<file path="src/rtl/tmie_pkg.sv">
// ----------------------------------------------------------------------------
// tmie_pkg
// Shared constants, types and helpers of the tape machine instruction executor.
// ----------------------------------------------------------------------------
`default_nettype none

package tmie_pkg;

  localparam int TAPE_CELLS = 32768;
  localparam int PTR_W      = (TAPE_CELLS > 2) ? $clog2(TAPE_CELLS) : 1;
  localparam int SUM_W      = PTR_W + 9;
  localparam int FUNC_W     = 4;
  localparam int ERR_W      = 3;
  localparam int TGT_W      = 32;
  localparam int PFIELD_W   = 15;

  typedef logic [PTR_W-1:0]    ptr_t;
  typedef logic [7:0]          cell_t;
  typedef logic [FUNC_W-1:0]   func_t;
  typedef logic [ERR_W-1:0]    err_t;
  typedef logic [TGT_W-1:0]    tgt_t;
  typedef logic [PFIELD_W-1:0] pfield_t;

  localparam logic [SUM_W-1:0] TAPE_LIMIT = SUM_W'(TAPE_CELLS);
  localparam ptr_t             PTR_LAST   = PTR_W'(TAPE_CELLS - 1);

  // instruction codes
  localparam func_t FN_INCP  = 4'd0;
  localparam func_t FN_DECP  = 4'd1;
  localparam func_t FN_INCV  = 4'd2;
  localparam func_t FN_DECV  = 4'd3;
  localparam func_t FN_READ  = 4'd4;
  localparam func_t FN_WRITE = 4'd5;
  localparam func_t FN_JMPZ  = 4'd6;
  localparam func_t FN_JMPNZ = 4'd7;
  localparam func_t FN_DEBUG = 4'd8;
  localparam func_t FN_RET   = 4'd9;

  // sticky error codes
  localparam err_t ERR_NONE    = 3'd0;
  localparam err_t ERR_PTR_OVF = 3'd1;
  localparam err_t ERR_PTR_UNF = 3'd2;
  localparam err_t ERR_EOF     = 3'd3;
  localparam err_t ERR_INVALID = 3'd4;

  // instruction in flight between decode and the tape stage
  typedef struct packed {
    logic  active;   // error state was clear when accepted
    func_t func;
    cell_t amount;
    tgt_t  target;
    cell_t in_byte;
    logic  in_eof;
    ptr_t  ptr;      // pointer after the instruction
    err_t  err;      // error state after the instruction
  } exec_t;

  typedef struct packed {
    logic  en;
    ptr_t  addr;
    cell_t data;
  } tape_wr_t;

  typedef struct packed {
    logic    out_valid;
    cell_t   out_byte;
    logic    branch_taken;
    tgt_t    branch_target;
    err_t    error_code;
    logic    halted;
    pfield_t pointer;
    cell_t   cell_res;
  } res_t;

  // pointer as shown in the 15-bit result field
  function automatic pfield_t ptr_field(input ptr_t p);
    logic [PTR_W+PFIELD_W-1:0] w;
    w = '0;
    w[PTR_W-1:0] = p;
    return w[PFIELD_W-1:0];
  endfunction

endpackage

`default_nettype wire

</file>
<file path="src/rtl/tmie_front.sv">
// ----------------------------------------------------------------------------
// tmie_front
// Instruction decode with the data pointer and sticky error registers.
// ----------------------------------------------------------------------------
`default_nettype none

module tmie_front (
  input  wire logic            clk,
  input  wire logic            rst,
  input  wire logic            accept,
  input  wire tmie_pkg::func_t func,
  input  wire tmie_pkg::cell_t amount,
  input  wire tmie_pkg::tgt_t  target,
  input  wire tmie_pkg::cell_t in_byte,
  input  wire logic            in_eof,
  output tmie_pkg::exec_t      exec
);
  import tmie_pkg::*;

  ptr_t             ptr;
  err_t             err;
  ptr_t             ptr_next;
  err_t             err_next;
  logic [SUM_W-1:0] sum;

  always_comb begin
    sum      = SUM_W'(ptr) + SUM_W'(amount);
    ptr_next = ptr;
    err_next = err;
    if (err == ERR_NONE) begin
      unique case (func) inside
        FN_INCP: begin
          if (sum >= TAPE_LIMIT) err_next = ERR_PTR_OVF;
          else                   ptr_next = sum[PTR_W-1:0];
        end
        FN_DECP: begin
          if (SUM_W'(ptr) < SUM_W'(amount)) err_next = ERR_PTR_UNF;
          else                              ptr_next = ptr - PTR_W'(amount);
        end
        FN_READ: begin
          if (in_eof) err_next = ERR_EOF;
        end
        FN_INCV, FN_DECV, FN_WRITE, FN_JMPZ, FN_JMPNZ, FN_DEBUG, FN_RET: begin
        end
        default: err_next = ERR_INVALID;
      endcase
    end
  end

  always_comb begin
    exec.active  = (err == ERR_NONE);
    exec.func    = func;
    exec.amount  = amount;
    exec.target  = target;
    exec.in_byte = in_byte;
    exec.in_eof  = in_eof;
    exec.ptr     = ptr_next;
    exec.err     = err_next;
  end

  always_ff @(posedge clk) begin
    if (rst) begin
      ptr <= '0;
      err <= ERR_NONE;
    end else if (accept) begin
      ptr <= ptr_next;
      err <= err_next;
    end
  end

endmodule

`default_nettype wire

</file>
<file path="config.mk">
export PLATFORM = sky130hd
export DESIGN_NAME = tmie_front
export DESIGN_NICKNAME = d
export VERILOG_FILES = /design/src/rtl/tmie_pkg.sv /design/src/rtl/tmie_front.sv
export SDC_FILE = /design/constraint.sdc
export NUM_CORES = 1
export LEC_CHECK = 0
export BUFFER_PORTS_ARGS = -buffer_cell sky130_fd_sc_hd__buf_2
export CAP_MARGIN = 20
export CORE_ASPECT_RATIO = 1.1
export CORE_MARGIN = 3
export CORE_UTILIZATION = 41
export CTS_CLUSTER_DIAMETER = 60
export CTS_CLUSTER_SIZE = 24
export DETAILED_ROUTE_END_ITERATION = 10
export PLACE_DENSITY = 0.72
export SLEW_MARGIN = 25
export SYNTH_ARGS = -nofsm -noshare
export SYNTH_HDL_FRONTEND = slang
export SYNTH_SLANG_ARGS = --single-unit
</file>
<file path="constraint.sdc">
create_clock -name clk -period 8.35 [get_ports clk]
set_input_delay 1.67 -clock clk [delete_from_list [all_inputs] [get_ports clk]]
set_output_delay 1.67 -clock clk [all_outputs]
set_load 0.05 [all_outputs]
</file>
==> tab_implementation.tex <==
\begin{tabular}{lr}
\hline
Metric & Value \\
\hline
\multicolumn{2}{l}{\textbf{Floorplan}} \\
Y dimension of the die & just over 90 um \\
Core region area & 6269 sq um \\
Die Width & just over 80 um \\
Die ar. & 7560 sq um \\
\# IOs & 128 \\
Initial core utilization & 42.85\% \\
Row count & 30 \\
\multicolumn{2}{l}{\textbf{Detailed routing}} \\
Post-detailed-route via-to-cell ratio & 6.315 \\
Total wire length & 7381 um \\
Via total after detailed routing & 2684 \\
Total iterations of the first detailed-routing run & 5 \\
Wire per inst & 17.37 um \\
Initial DRC Count & 240 \\
Count of unresolved DRC violations after routing & 0 \\
Final antenna-violating net count & 0 \\
\multicolumn{2}{l}{\textbf{Critical path}} \\
Worst Reg-to-Reg Cells & 10 \\
Family of cells with the greatest summed delay on the critical path & compound AO/OA/AOI/OAI gates \\
Worst reg2reg startpoint & ptr[0]\$\_SDFFE\_PP0P\_ \\
Reg-to-reg setup timing slack & 5170 ps \\
Crit. End Element & primary output \\
End of the worst register-to-register path & ptr[10]\$\_SDFFE\_PP0P\_ \\
Worst Setup Start Kind & input port \\
Crit Path Class & in2out \\
Highest cell delay on the worst timing path & 690 ps \\
Critical-path maximum fanout & 7 \\
Series of cell instances along the critical path & buf\_2, ha\_1, inv\_1, fa\_1, o21ba\_2, nor4\_1, a211oi\_1, o31ai\_2, a32oi\_1, nor2\_1, xor2\_1, buf\_2 \\
Sum of buffers and inverters on the critical path & 3 \\
Arrival time worst endpoint & 4540 ps \\
Data required time of the worst path & 6680 ps \\
Slowest cell on the critical path & sky130\_fd\_sc\_hd\_\_o31ai\_2 \\
CP dominant cell by count & sky130\_fd\_sc\_hd\_\_buf\_2 \\
\multicolumn{2}{l}{\textbf{STA}} \\
Least-Margin Pin Slew & 829.8 ps \\
Final hold violations & 0 \\
Worst setup skew after layout & 3.237 ps \\
Worst Setup Slack, final & around 2100 ps \\
Setup-violating endpoint count in the final report & 0 \\
Unrepaired setup endpoints after global routing & false \\
Final critical-path required period & 6207 ps \\
Max-slew violation total from the final report & 0 \\
Final period utilization & 74.33\% \\
Setup TNS & 0 ps \\
Highest clock rate & 161.1 MHz \\
Headroom to the max-slew limit & a little over two fifths \\
\multicolumn{2}{l}{\textbf{Layout}} \\
Antenna diodes & 0 \\
Area grow syn2layout & -3.214\% \\
Utilization after layout & 41.48\% \\
Highest-count cells in the layout ignoring fill and taps & sky130\_fd\_sc\_hd\_\_buf\_2 (47), sky130\_fd\_sc\_hd\_\_inv\_1 (23), sky130\_fd\_sc\_hd\_\_o21ai\_0 (23) \\
Final Non-Filler Cells & 425 \\
Most frequent standard cell in the layout excluding fill and tap cells & sky130\_fd\_sc\_hd\_\_buf\_2 \\
Final-stage net count & 420 \\
Layout cell share with drive strength beyond 1 & 19.13\% \\
\multicolumn{2}{l}{\textbf{Power}} \\
Power Dens Cells & about 120 nW/um\^{}2 \\
Clock share of power & $\sim$25\% \\
Switching power total & 0.1309 mW \\
Switching fraction of total power & 43.59\% \\
Pint & 0.1694 mW \\
Maximum vdd ir drop & between 0.08 and 0.09 mV \\
Combinational share of power & $\sim$44\% \\
Share of power burned in registers & 30.6\% \\
Static leakage & 1.149 nW \\
\multicolumn{2}{l}{\textbf{Yosys}} \\
Warnings from Yosys & 0 \\
Leading register cell type out of synthesis & sky130\_fd\_sc\_hd\_\_dfxtp\_1 \\
Mean instance size in the synthesized netlist & 7.421 sq um \\
Seq cells post-synth & 18 \\
Net count after synthesis & 436 \\
Number of synthesized flops with an enable pin & 0 \\
Number of distinct library cells after synthesis & between 60 and 70 \\
Number of instances in the synthesized netlist & 362 \\
Share of synthesized registers carrying an async set or reset & 0\% \\
Sequential share of the synthesized area & about 13\% \\
Summed instance area of the synthesized netlist & 2686 sq um \\
\multicolumn{2}{l}{\textbf{Clock network}} \\
Clock transition at the registers of the reported paths & roughly 70 ps \\
Number of buffers added to fix hold violations after cts & 0 \\
H-tree depth reported by CTS & 1 \\
Latest clock arrival within the worst-skew pair & 270 ps \\
Root Buffer & sky130\_fd\_sc\_hd\_\_clkbuf\_8 \\
Buffers from clock root to sink, at most & 2 \\
Post-CTS setup buffer count & 0 \\
Post-cts repair resize count & 0 \\
Clock tree from TritonCTS & done \\
Total clock buffers created by CTS & 3 \\
CTS Sinks & 18 \\
\multicolumn{2}{l}{\textbf{GRT}} \\
All-Layer GR Usage & between 10\% and 20\% \\
Vias in the first global route & about 2500 \\
Met3 Usage GRT & 3.650\% \\
Maximum number of pins on one net before global-route repair & 20 \\
Met1 Track Usage GR & between 20\% and 30\% \\
Met2 GRT Util & 31.82\% \\
Global-route wire length before repair & 11910 um \\
Total overflow reported by the global router & 0 \\
Antenna violations before repair & 0 \\
Highest-utilization routing layer at the global route stage & met2 \\
\multicolumn{2}{l}{\textbf{Hold path}} \\
Hold-critical path depth & 1 \\
Hold Path End & err[2]\$\_SDFFE\_PP0P\_ \\
Worst Min Path Start & err[2]\$\_SDFFE\_PP0P\_ \\
Path class of the lowest-slack min-delay path & reg2reg \\
\multicolumn{2}{l}{\textbf{Placement}} \\
Post-detail-place hpwl & 5593 um \\
Buffers added on ports & between 40 and 50 \\
Cell count after placement & 421 \\
Routability Congestion & 0.9657 \\
Dpl ws & approximately 2200 ps \\
\multicolumn{2}{l}{\textbf{Flow run}} \\
\# Max-Cap Violations & 0 \\
\multicolumn{2}{l}{\textbf{Outcome}} \\
Run status & finished, final reports clean \\
\hline
\end{tabular}
## power groups by stage
stage / registers (mW) / clock network, mW / logic (mW)
global route: 0.0923 / 0.0821 / 0.141
CTS: 0.0919 / 0.0773 / 0.130
floorplan: 0.0930 / 0 / 0.157
global placement: 0.0937 / 0 / 0.128
finish: 0.0920 / 0.0763 / 0.132
detailed placement: 0.0939 / 0 / 0.129
## area by class of cell
| cell class | count | area (sq um) |
|---|---|---|
| clock buffer | 4 | 55.05 |
| sequential | 18 | 360.3 |
| inverter | 23 | 86.33 |
| timing repair buffer | 49 | 250.2 |
| multi-input combinational | 251 | 1748 |
| fill | 641 | 3669 |
| tap | 80 | 100.1 |
## worst max-delay path by stage
stage                   start        to  slack, ps  depth (start not counted)
floorplan           amount[0]  exec[11]       2310                          9
global placement    amount[4]  exec[10]       2230                         11
detailed placement  amount[0]  exec[13]       2240                         12
CTS                 amount[4]  exec[10]       2200                         11
global route        amount[4]  exec[10]       2010                         11
finish              amount[0]  exec[13]       2140                         12
## cells in the mapped netlist (8+ instances only)
| cell | count | share of area (%) |
|---|---|---|
| sky130_fd_sc_hd__buf_4 | 55 | 15 |
| sky130_fd_sc_hd__inv_1 | 23 | 3.2 |
| sky130_fd_sc_hd__o21ai_0 | 23 | 4.3 |
| sky130_fd_sc_hd__nand2_1 | 22 | 3.1 |
| sky130_fd_sc_hd__nor2_1 | 20 | 2.8 |
| sky130_fd_sc_hd__a21oi_1 | 19 | 3.5 |
| sky130_fd_sc_hd__dfxtp_1 | 18 | 13 |
| sky130_fd_sc_hd__ha_1 | 16 | 7.5 |
| sky130_fd_sc_hd__nand3_1 | 12 | 2.2 |
| sky130_fd_sc_hd__nor3_1 | 11 | 2.0 |
| sky130_fd_sc_hd__nand4_1 | 9 | 2.1 |
| sky130_fd_sc_hd__a22o_1 | 8 | 2.6 |
## per-stage QoR
| stage | total power, mW | instance area, sq um | hold slack, ps |
|---|---|---|---|
| 5_1_grt | 0.3155 | 2600 | 538.3 |
| 3_5_place_dp | 0.2232 | 2545 | 487.4 |
| 6_report | 0.3003 | 2600 | 500.8 |
| 4_1_cts | 0.2991 | 2600 | 504.8 |
| 3_3_place_gp | 0.2219 | 2545 | 479.4 |
| 2_1_floorplan | 0.2504 | 2686 | 463.0 |
## per-layer routing
layer,share of wire [%],vias up
met5,0,-
met1,39,1238
met4,3.0,0
met2,48,175
li1,-,1252
met3,9.9,19
## cell families (layout without fill, tap and decap cells)
kind of cell | after synthesis | in the layout | share of synthesized area (%)
AOI/OAI and AO/OA | 114 | 114 | 31.58
xor gates and xnor gates | 6 | 6 | 1.956
DFF | 18 | 18 | 13.41
adders and majority gates | 18 | 18 | 8.943
muxes | 1 | 1 | 0.3726
and+or+nand+nor | 112 | 112 | 22.22
buffers and inverters | 93 | 76 | 21.52
## sequential cells by signal, indices dropped and copies added, names as in the netlist
name / count
ptr: 15
err: 3
(Power assumes the default switching activity.)
